### config.mk
export PLATFORM = sky130hd
export DESIGN_NAME = bhm_ctrl
export DESIGN_NICKNAME = d
export VERILOG_FILES = /design/src/design/bhm_pkg.sv /design/src/design/bhm_ctrl.sv
export SDC_FILE = /design/constraint.sdc
export NUM_CORES = 1
export LEC_CHECK = 0
export ABC_CLOCK_PERIOD_IN_PS = 1500
export BUFFER_PORTS_ARGS = -buffer_cell sky130_fd_sc_hd__buf_2
export CAP_MARGIN = 20
export CORE_AREA = 8 8 45 47
export CTS_CLUSTER_DIAMETER = 120
export DETAILED_ROUTE_END_ITERATION = 7
export DIE_AREA = 0 0 53 55
export GPL_TIMING_DRIVEN = 0
export SLEW_MARGIN = 20
export SYNTH_ARGS = -nofsm -noshare
export SYNTH_HDL_FRONTEND = slang
export SYNTH_SLANG_ARGS = --single-unit
### constraint.sdc
create_clock -name clk -period 1.5 [get_ports clk]
set_input_delay 0.15 -clock clk [delete_from_list [all_inputs] [get_ports clk]]
set_output_delay 0.15 -clock clk [all_outputs]
set_load 0.01 [all_outputs]
### src/design/bhm_pkg.sv
// ----------------------------------------------------------------------------
// bhm_pkg
// Shared constants, codes and control types of the bucketed hash map engine.
// ----------------------------------------------------------------------------
package bhm_pkg;

  // BUCKETS must be a power of two so that the bucket is the low hash bits.
  localparam int BUCKETS     = 1024;
  localparam int BUCKET_WAYS = 4;
  localparam int BUCKET_BITS = $clog2(BUCKETS);
  localparam int WAY_BITS    = (BUCKET_WAYS > 1) ? $clog2(BUCKET_WAYS) : 1;
  localparam int COUNT_W     = 13;

  localparam logic [2:0] KIND_INSERT = 3'd0;
  localparam logic [2:0] KIND_INDEX  = 3'd1;
  localparam logic [2:0] KIND_FIND   = 3'd2;
  localparam logic [2:0] KIND_ERASE  = 3'd3;
  localparam logic [2:0] KIND_CLEAR  = 3'd4;

  localparam logic [2:0] ST_DONE    = 3'd0;
  localparam logic [2:0] ST_PRESENT = 3'd1;
  localparam logic [2:0] ST_FOUND   = 3'd2;
  localparam logic [2:0] ST_MISSING = 3'd3;
  localparam logic [2:0] ST_FULL    = 3'd4;

  localparam logic CFG_MULTIPLIER = 1'b0;
  localparam logic CFG_OFFSET     = 1'b1;

  typedef enum logic [3:0] {
    S_SWEEP = 4'b0001,
    S_IDLE  = 4'b0010,
    S_READ  = 4'b0100,
    S_EXEC  = 4'b1000
  } state_t;

  typedef struct packed {
    logic accept;
    logic sweep_step;
    logic rd;
    logic exec;
  } ctl_cmd_t;

  typedef struct packed {
    logic in_clear;
    logic sweep_last;
    logic out_free;
  } ctl_stat_t;

endpackage

### src/design/bhm_ctrl.sv
// ----------------------------------------------------------------------------
// bhm_ctrl
// Sequencer of the hash map: clearing sweep, bucket read and commit.
// ----------------------------------------------------------------------------
module bhm_ctrl (
  input  logic              clk,
  input  logic              rst,
  input  logic              in_valid,
  output logic              in_ready,
  input  bhm_pkg::ctl_stat_t stat,
  output bhm_pkg::ctl_cmd_t  cmd
);
  import bhm_pkg::*;

  state_t state, state_next;
  logic   pending, pending_next;

  always_comb begin
    state_next   = state;
    pending_next = pending;
    cmd          = '0;
    case (state)
      S_SWEEP: begin
        cmd.sweep_step = 1'b1;
        if (stat.sweep_last) begin
          state_next   = pending ? S_EXEC : S_IDLE;
          pending_next = 1'b0;
        end
      end
      S_IDLE: begin
        if (in_valid) begin
          cmd.accept = 1'b1;
          if (stat.in_clear) begin
            state_next   = S_SWEEP;
            pending_next = 1'b1;
          end else begin
            state_next = S_READ;
          end
        end
      end
      S_READ: begin
        cmd.rd     = 1'b1;
        state_next = S_EXEC;
      end
      S_EXEC: begin
        if (stat.out_free) begin
          cmd.exec   = 1'b1;
          state_next = S_IDLE;
        end
      end
      default: state_next = S_SWEEP;
    endcase
  end

  assign in_ready = (state == S_IDLE);

  always_ff @(posedge clk) begin
    if (rst) begin
      state   <= S_SWEEP;
      pending <= 1'b0;
    end else begin
      state   <= state_next;
      pending <= pending_next;
    end
  end

endmodule

==> metrics.txt, run 1 <==
Setup crit start kind=flop; Final WS setup=approximately 0.12 ns; WL/cell=11.12 microns; top cells by count, synth=dfxtp_1 (5), a21oi_1 (4), nor3b_1 (4), o21ai_0 (3); Worst path depth=3; Mean Syn Cell Area=roughly 9.1 sq um; Slowest-stage cell, CP=dfxtp_2; # IOs=11; Max Cap Viol=0; TritonCTS Buffers=3; Initial Util=0.2423; met3 Track Usage GR=0.02674; Mapped Cells=37; RePlAce Congestion=approximately 0.72; area leader, netlist=dfxtp_1; Post-CTS Resized=1; crit path cell chain=nor4b_4 > and2_2 > buf_2; most common cell in the netlist=dfxtp_1; met1 Use GR=0.05927; Post-CTS Setup Inserts=0; die area=2915 sq um; M2 GR Usage=0.08789; Post-synth EDFFs=0; Final Net Count=between 50 and 60; Post-CTS Hold Fix Bufs=0; Yosys top cell area share=0.2985; WP data required=approximately 1.4 ns; Leakage Power=0.1883 nW; pwr/cell area=878.8 nW/um^2; Period Utilization, post-route=0.9186; Buf/Inv on CP=1; ys flop type=dfxtp_1; CP Capture Type=primary output; vias in the first global route=slightly below 300; Placement Setup Slack=approximately 0.22 ns; Seq/Total Area, Yosys=0.2985; core area=about 1400 sq um; WS Path Type=reg2out; Root Buffer=clkbuf_4; via count=between 300 and 400; Setup TNS=0 ns; CTS Sinks=5; Reg clk slew, reported paths=roughly 0.040 ns; detailed-routing iteration count for the pre-antenna-repair pass=3; final wirelength=around 750 microns; GRT Residual Overflow=0; delay-heaviest family, CP=simple AND/OR/NAND/NOR gates; CP Max Fanout=8; CP max stage delay=between 0.3 and 0.4 ns; Global Route Usage Sum=0.05792; layout cell share with drive strength beyond 1=0.4510; Synth area leaders=dfxtp_1 (30%), nor4b_4 (14%), nor3b_1 (9.0%), a21oi_1 (6.0%), o21ai_0 (4.5%); CTS H-tree lvls=1; most congested layer reported by global routing=met2; RSZ-0062 raised after global routing=false; worst path arrival time=between 1 and 1.5 ns; fin crit period=1.378 ns; CTS tree=done; Fmax=approximately 730 MHz; Hold Path Stages=2; Warnings, synthesis=0; num rows=14; Worst slew margin=0.7670; Post-synth ARST share=0; placed insts=63; Final HPWL DP=between 600 and 700 microns; first-pass GRT wire length=1207 microns; hold crit path type=in2reg; Skew-Pair Late Insertion Delay=about 0.23 ns; Worst-Margin Slew=0.3452 ns; # port buffers=10; die width=53 microns; syn nets=between 40 and 50; Yosys reg bits=5; DRT antenna net count=0; reg2reg path depth=4; Post-Syn Area=~340 sq um; Final Hold Fails=0; synthesis-to-layout area growth=30.22%; Iter 0 DRT Violations=5; final setup violation count=0; peak supply drop=about 0.3 mV; fill cell count=approximately 150; status=completed; drt drc=0; total design power=between 300 and 400 uW; vias per cell=~4.7; Cell Count, Final, Fillers Out=67; Clock Tree Buf Depth=2; clk_skew=around 0.0019 ns; final max-slew violation count=0; ant diodes=0; Die Ht=between 50 and 60 microns; largest net degree at the start of global routing=9; antenna violations before repair=0; final core occ=0.3156; Netlist cell types=18
==> placed cells by master, fill, tap and decap left out, drive strengths merged <==
cell and n:
o311ai 1, and3 2, nor2 3, and2 1, a21o 1, nor3b 5, buf 10, clkbuf 4
nand2b 2, a21oi 4, o21ai 3, nand3b 1, dfxtp 5, nand2 2, nor4b 2, nor2b 2
inv 2, a22oi 1
==> path summary, 6_finish.rpt <==
check	from	end	slack, ns
worst min register to register	pending$_SDFFE_PP0P_	pending$_SDFFE_PP0P_	0.55
worst max-delay path	state[0]$_SDFFE_PP1P_	cmd[3]	0.12
worst max register to register	state[1]$_SDFFE_PP0P_	state[2]$_SDFFE_PP0P_	0.33
worst min-delay path	stat[2]	state[2]$_SDFFE_PP0P_	0.11
==> where the power goes <==
part	internal, mW	switching [mW]	leakage, nW
combinational	0.0415	0.0339	0.132
clock	0.100	0.0489	0.0150
sequential	0.142	0.0170	0.0418
==> layout make-up <==
type	count	area, sq um	area share
flip-flops and latches	5	105.1	0.2407
inverters	2	7.507	0.01719
multi-input cells	30	227.7	0.5215
repair buffers	10	50.05	0.1146
well taps	16	20.02	0.04585
clock buffers	4	26.28	0.06017
==> registers in the layout, summed over array words and instances (netlist names) <==
register and cells:
pending 1, state 4
==> routing by layer <==
layer | up-vias | routed length, microns
li1 | 164 | -
met1 | 138 | 313
met2 | 10 | 353
met3 | 0 | 77
met4 | 0 | 0
met5 | - | 0
==> cells by family (layout without fill, tap and decap cells) <==
family / Yosys count / in the layout / share of synthesized area
DFF: 5 / 5 / 0.2985
AOI/OAI and AO/OA: 10 / 10 / 0.1903
buffers and inverters: 2 / 16 / 0.02240
and+or+nand+nor: 20 / 20 / 0.4888
==> per-stage QoR <==
stage	hold WS (ns)	instance area [sq um]
after floorplan	0.2169	335.3
after global placement	0.3688	405.4
after detailed placement	0.3651	405.4
after CTS	0.1097	432.9
after global routing	0.1128	436.7
final	0.1120	436.7
Power figures use the tool's default switching activity.
==> inputs of run 2 (changes only) <==
--- a/config.mk
+++ b/config.mk
@@ -6,14 +6,14 @@
 export NUM_CORES = 1
 export LEC_CHECK = 0
 export ABC_CLOCK_PERIOD_IN_PS = 1500
-export BUFFER_PORTS_ARGS = -buffer_cell sky130_fd_sc_hd__buf_2
+export BUFFER_PORTS_ARGS = -buffer_cell sky130_fd_sc_hd__clkbuf_2
 export CAP_MARGIN = 20
 export CORE_AREA = 8 8 45 47
 export CTS_CLUSTER_DIAMETER = 120
 export DETAILED_ROUTE_END_ITERATION = 7
 export DIE_AREA = 0 0 53 55
 export GPL_TIMING_DRIVEN = 0
-export SLEW_MARGIN = 20
+export SLEW_MARGIN = 10
 export SYNTH_ARGS = -nofsm -noshare
 export SYNTH_HDL_FRONTEND = slang
 export SYNTH_SLANG_ARGS = --single-unit
==> run 2 against run 1 <==
Sequential power barely moved. Flip-flop and latch count did not move. Count of clock-buffer cells in the layout did not move. Global-route usage rose by 0.16 points. Critical path depth did not move. Cell count did not move. Critical path type unchanged. Critical endpoint unchanged. Largest power group unchanged.
==> metrics.txt, run 2 (synthesized netlist as in run 1, its figures left out) <==
Setup TNS=0 ns (unchanged); final wirelength=760 microns (was 745 microns); final max-slew violation count=0 (unchanged); final setup violation count=0 (unchanged); vias in the first global route=313 (was 291); Final Hold Fails=0 (unchanged); Worst slew margin=0.7831 (was 0.7670); Period Utilization, post-route=0.9334 (was 0.9186); Largest Register=state (unchanged); status=completed (unchanged); CTS H-tree lvls=1 (unchanged); peak supply drop=0.3135 mV (was 0.3066 mV); Reg clk slew, reported paths=0.04 ns (about the same); pwr/cell area=882.4 nW/um^2 (was 878.8 nW/um^2); Fmax=714.2 MHz (was 725.7 MHz); layout cell share with drive strength beyond 1=0.4510 (unchanged); largest registers=state x4, pending x1 (unchanged); Area after DPL=405.4 sq um (unchanged); synthesis-to-layout area growth=30.22% (unchanged); fin crit period=1.400 ns (was 1.378 ns); WS Path Type=reg2out (unchanged); Design Area, Final=436.7 sq um (unchanged); TritonCTS Buffers=3 (unchanged); via count=320 (was 312); Post-CTS Setup Inserts=0 (unchanged); placed insts=63 (unchanged); DRT antenna net count=0 (unchanged); # port buffers=10 (unchanged); die width=53 microns (unchanged); GRT Residual Overflow=0 (unchanged); Global Route Usage Sum=0.05956 (was 0.05792); met1 Use GR=0.05319 (was 0.05927); reg2reg path depth=4 (unchanged); CP Capture Type=primary output (unchanged); Setup crit start kind=flop (unchanged); antenna violations before repair=0 (unchanged); hold crit path type=in2reg (unchanged); ant diodes=0 (unchanged); WP data required=1.35 ns (about the same); first-pass GRT wire length=1228 microns (was 1207 microns); commonest non-fill, non-tap cell in the layout=clkbuf_2 (was buf_2); Final HPWL DP=631.7 microns (was 635.5 microns); CP Max Fanout=8 (unchanged); # IOs=11 (unchanged); max reg flops=4 (unchanged); drt drc=0 (unchanged); commonest non-fill, non-tap cells in the layout=clkbuf_2 (10), nor3b_1 (4), a21oi_1 (4), dfxtp_2 (4) (was buf_2 (10), nor3b_1 (4), a21oi_1 (4), dfxtp_2 (4)); Root Buffer=clkbuf_4 (unchanged); most congested layer reported by global routing=met2 (unchanged); met3 Track Usage GR=0.02674 (unchanged); Cell Count, Final, Fillers Out=67 (unchanged); Leakage Power=0.1863 nW (was 0.1883 nW); detailed-routing iteration count for the pre-antenna-repair pass=2 (was 3); RSZ-0062 raised after global routing=false (unchanged); fill cell count=153 (was 148); Clock Tree Buf Depth=2 (unchanged); Skew-Pair Late Insertion Delay=0.24 ns (was 0.23 ns); vias per cell=4.776 (was 4.657); Iter 0 DRT Violations=2 (was 5); Die Ht=55 microns (unchanged); Hold Path Stages=2 (unchanged); CTS tree=done (unchanged); Max Cap Viol=0 (unchanged); Final Net Count=58 (unchanged); reg2reg setup slack=0.34 ns (was 0.33 ns); worst path arrival time=1.25 ns (was 1.23 ns); WL/cell=11.34 microns (was 11.12 microns); RePlAce Congestion=0.7227 (was 0.7222); Initial Util=0.2423 (unchanged); largest net degree at the start of global routing=9 (unchanged); core area=1384 sq um (unchanged); Worst-Margin Slew=0.3212 ns (was 0.3452 ns); CTS Sinks=5 (unchanged); clk_skew=0.0005091 ns (was 0.001871 ns); M2 GR Usage=0.1016 (was 0.08789); num rows=14 (unchanged); die area=2915 sq um (unchanged)
==> run 2: cell types whose count changed in the layout (fill, tap and decap cells not counted), sizes merged <==
| cell | previous run | this run |
|---|---|---|
| clkbuf | 4 | 14 |
| buf | 10 | 0 |
==> run 2: repair_timing <==
item                       CTS  global route
resized for setup            2             2
hold buffers                 0             0
setup endpoints to repair    2             3
pin swaps                    0             0
==> run 2: layout make-up <==
type / instances / area (sq um) / share of cell area
sequential: 5 / 105.1 / 0.2407
timing repair buffer: 10 / 50.05 / 0.1146
tap: 16 / 20.02 / 0.04585
inverter: 2 / 7.507 / 0.01719
multi-input combinational: 30 / 227.7 / 0.5215
clock buffer: 4 / 26.28 / 0.06017
==> run 2: critical path, stage by stage, from the launching register on <==
cell and delay [ns]:
dfxtp_2 0.38, nor4b_4 0.30, and2_2 0.20, clkbuf_2 0.13
==> run 2: power breakdown <==
part           internal, mW  switching (mW)
Sequential            0.142          0.0170
Clock                 0.100          0.0501
Combinational        0.0413          0.0344
Total                 0.284           0.101
==> run 2: worst paths after layout <==
path                                             from               endpoint
worst min-delay path                          stat[2]  state[2]$_SDFFE_PP0P_
worst max register to register  state[3]$_SDFFE_PP0P_   pending$_SDFFE_PP0P_
worst min register to register   pending$_SDFFE_PP0P_   pending$_SDFFE_PP0P_
worst max-delay path            state[3]$_SDFFE_PP0P_                 cmd[3]
==> run 2: metal layers <==
metal,share of wire,wire length [microns]
met5,0,0
met3,0.11,83
met2,0.50,377
met1,0.39,299
met4,0,0
==> run 2: metrics by stage <==
stage	utilization	setup slack (ns)	hold slack [ns]	power, mW
after floorplan	-	0.2845	0.2169	0.2096
after global placement	0.2929	0.2114	0.3732	0.2367
after detailed placement	0.2929	0.2050	0.3751	0.2379
after CTS	0.3137	0.006271	0.1123	0.3960
after global routing	0.3156	0.03237	0.1068	0.4197
final	0.3156	0.09990	0.1232	0.3853
==> inputs of run 3 (changes only) <==
--- a/config.mk
+++ b/config.mk
@@ -5,9 +5,10 @@
 export SDC_FILE = /design/constraint.sdc
 export NUM_CORES = 1
 export LEC_CHECK = 0
+export ABC_AREA = 1
 export ABC_CLOCK_PERIOD_IN_PS = 1500
 export BUFFER_PORTS_ARGS = -buffer_cell sky130_fd_sc_hd__clkbuf_2
-export CAP_MARGIN = 20
+export CAP_MARGIN = 10
 export CORE_AREA = 8 8 45 47
 export CTS_CLUSTER_DIAMETER = 120
 export DETAILED_ROUTE_END_ITERATION = 7
==> run 3 against run 2 <==
Register-to-register slack hardly changed. Total power is 120% higher. Count of clock-buffer cells in the layout stayed put. Wire length is 6.2% higher. Synthesized area is 1.1% higher. Highest routed layer is now met4. Flip-flop and latch count stayed put. Via count is 13% higher. Critical path depth is 1 higher. Cell count is 28% higher. Sequential power is 44% higher. Setup slack better by 0.053 ns.
==> metrics.txt, run 3 <==
status=completed (unchanged); pwr/cell area=1925 nW/um^2 (was 882.4 nW/um^2); CTS tree=done (unchanged); Post-Syn Area=339.1 sq um (was 335.3 sq um); # port buffers=10 (unchanged); Yosys reg bits=5 (unchanged); Area after DPL=409.1 sq um (was 405.4 sq um); Netlist cell types=15 (was 18); Largest Register=state (unchanged); drt drc=0 (unchanged); RSZ-0062 raised after global routing=false (unchanged); placed insts=82 (was 63); final max-slew violation count=0 (unchanged); WS Path Type=reg2out (unchanged); detailed-routing iteration count for the pre-antenna-repair pass=4 (was 2); RePlAce Congestion=0.7529 (was 0.7227); WP data required=1.35 ns (about the same); Post-synth EDFFs=0 (unchanged); CP Capture Type=primary output (unchanged); GRT Residual Overflow=0 (unchanged); commonest non-fill, non-tap cell in the layout=inv_1 (was clkbuf_2); Global Route Usage Sum=0.06335 (was 0.05956); Die Ht=55 microns (unchanged); first-pass GRT wire length=1352 microns (was 1228 microns); area of the multi-input gates=186.4 sq um (was 227.7 sq um); vias per cell=4.186 (was 4.776); fill cell count=172 (was 153); Leakage Power=0.2586 nW (was 0.1863 nW); Worst slew margin=0.8560 (was 0.7831); Initial Util=0.2450 (was 0.2423); WL/cell=9.384 microns (was 11.34 microns); Final Hold Fails=0 (unchanged); Root Buffer=clkbuf_4 (unchanged); final setup violation count=0 (unchanged); Post-synth ARST share=0 (unchanged); Final Net Count=77 (was 58); Clock Tree Buf Depth=2 (unchanged); CTS Sinks=5 (unchanged); Post-CTS Setup Inserts=0 (unchanged); Final HPWL DP=672.4 microns (was 631.7 microns); CP Max Fanout=3 (was 8); ys flop type=dfxtp_1 (unchanged); peak supply drop=0.5106 mV (was 0.3135 mV); worst path arrival time=1.20 ns (was 1.25 ns); Mapped Cells=56 (was 37); syn nets=62 (was 43); commonest non-fill, non-tap cells in the layout=inv_1 (13), nand2_1 (10), clkbuf_2 (10) (was clkbuf_2 (10), nor3b_1 (4), a21oi_1 (4), dfxtp_2 (4)); vias in the first global route=335 (was 313); Design Area, Final=435.4 sq um (was 436.7 sq um); antenna violations before repair=0 (unchanged); TritonCTS Buffers=3 (unchanged); largest registers=state x4, pending x1 (unchanged); layout cell share with drive strength beyond 1=0.3000 (was 0.4510); via count=360 (was 320); Register Area=100.1 sq um (was 105.1 sq um); fin crit period=1.347 ns (was 1.400 ns); DRT antenna net count=0 (unchanged); core area=1384 sq um (unchanged); die area=2915 sq um (unchanged); Iter 0 DRT Violations=12 (was 2); Setup TNS=0 ns (unchanged); Yosys top cell area share=0.2952 (was 0.2985); Post-CTS Hold Fix Bufs=0 (unchanged); ant diodes=0 (unchanged); num rows=14 (unchanged); Worst-Margin Slew=0.2153 ns (was 0.3212 ns); Skew-Pair Late Insertion Delay=0.25 ns (was 0.24 ns); most common cell in the netlist=inv_1 (was dfxtp_1); Seq/Total Area, Yosys=0.2952 (was 0.2985); Reg clk slew, reported paths=0.05 ns (was 0.04 ns); Max Cap Viol=0 (unchanged); Post-CTS Resized=0 (was 2); CTS H-tree lvls=1 (unchanged); top cells by count, synth=inv_1 (13), nand2_1 (10), nor2_1 (9), nand3_1 (6), dfxtp_1 (5) (was dfxtp_1 (5), a21oi_1 (4), nor3b_1 (4), o21ai_0 (3)); Mean Syn Cell Area=6.055 sq um (was 9.063 sq um); die width=53 microns (unchanged); final wirelength=807 microns (was 760 microns); # IOs=11 (unchanged); clk_skew=0.001993 ns (was 0.0005091 ns); Period Utilization, post-route=0.8978 (was 0.9334); Fmax=742.5 MHz (was 714.2 MHz); Setup crit start kind=flop (unchanged); Cell Count, Final, Fillers Out=86 (was 67); area leader, netlist=dfxtp_1 (unchanged); Synth area leaders=dfxtp_1 (30%), inv_1 (14%), nand2_1 (11%), nor2_1 (10%), nand3_1 (8.9%) (was dfxtp_1 (30%), nor4b_4 (14%), nor3b_1 (9.0%), a21oi_1 (6.0%), o21ai_0 (4.5%)); Warnings, synthesis=0 (unchanged); synthesis-to-layout area growth=28.41% (was 30.22%); largest net degree at the start of global routing=6 (was 9); hold crit path type=in2reg (unchanged); max reg flops=4 (unchanged)
==> run 3: cell count changes after synthesis, moves of 3 or more <==
| cell | previous run | this run |
|---|---|---|
| nor3b_1 | 4 | 0 |
| nand2_2 | 0 | 3 |
| inv_1 | 2 | 13 |
| a21oi_1 | 4 | 1 |
| nand3_1 | 0 | 6 |
| nor2_1 | 2 | 9 |
| nand2_1 | 2 | 10 |
==> run 3: final timing paths <==
path / endpoint / cells after the start / from / slack [ns]
setup / recovery: cmd[0] / 4 / state[0]$_SDFFE_PP1P_ / 0.15
hold / removal: state[2]$_SDFFE_PP0P_ / 2 / rst / 0.1
setup reg to reg: state[0]$_SDFFE_PP1P_ / 9 / state[0]$_SDFFE_PP1P_ / 0.34
hold reg to reg: pending$_SDFFE_PP0P_ / 2 / pending$_SDFFE_PP0P_ / 0.52
==> run 3: routing by layer <==
layer  up-vias  GRT usage  routed length [microns]
li1        196          -                        -
met1       157    0.06070                      327
met2         5     0.1113                      430
met3         2    0.02674                       41
met4         0    0.03879                        8
met5         -          0                        0
==> run 3: critical path, cell delays in order (launching register included) <==
cell and delay, ns:
dfxtp_1 0.32, nor2_1 0.21, nand3_1 0.16, nor2_1 0.12, clkbuf_2 0.14
==> run 3: kinds of logic (layout without fill, tap and decap cells) <==
kind of cell	after synthesis	count (layout)	share of synthesized area
AO/OA/AOI/OAI	2	2	0.02949
flip-flops	5	5	0.2952
buffers and inverters	14	28	0.1550
AND/OR/NAND/NOR	35	35	0.5203
==> run 3: area by class of cell <==
type                            count  area share
Clock buffer                        4     0.06034
Inverter                           14      0.1207
Multi-Input combinational cell     37      0.4282
Sequential cell                     5      0.2299
Tap cell                           16     0.04598
Timing Repair Buffer               10      0.1149
==> run 3: per-stage QoR <==
stage | hold slack (ns) | util | setup WS (ns) | power, mW
2_1_floorplan | 0.2196 | - | 0.4619 | 0.5739
3_3_place_gp | 0.3393 | 0.2957 | 0.3657 | 0.6685
3_5_place_dp | 0.3591 | 0.2957 | 0.3448 | 0.6787
4_1_cts | 0.09938 | 0.3146 | 0.1386 | 0.8475
5_1_grt | 0.1140 | 0.3146 | 0.02828 | 0.9352
6_report | 0.09706 | 0.3146 | 0.1533 | 0.8381
==> run 3: power breakdown <==
part	switching, mW	leakage (nW)	internal, mW
clock network	0.0623	0.0150	0.101
logic	0.280	0.202	0.166
registers	0.0439	0.0412	0.185
total	0.387	0.259	0.451
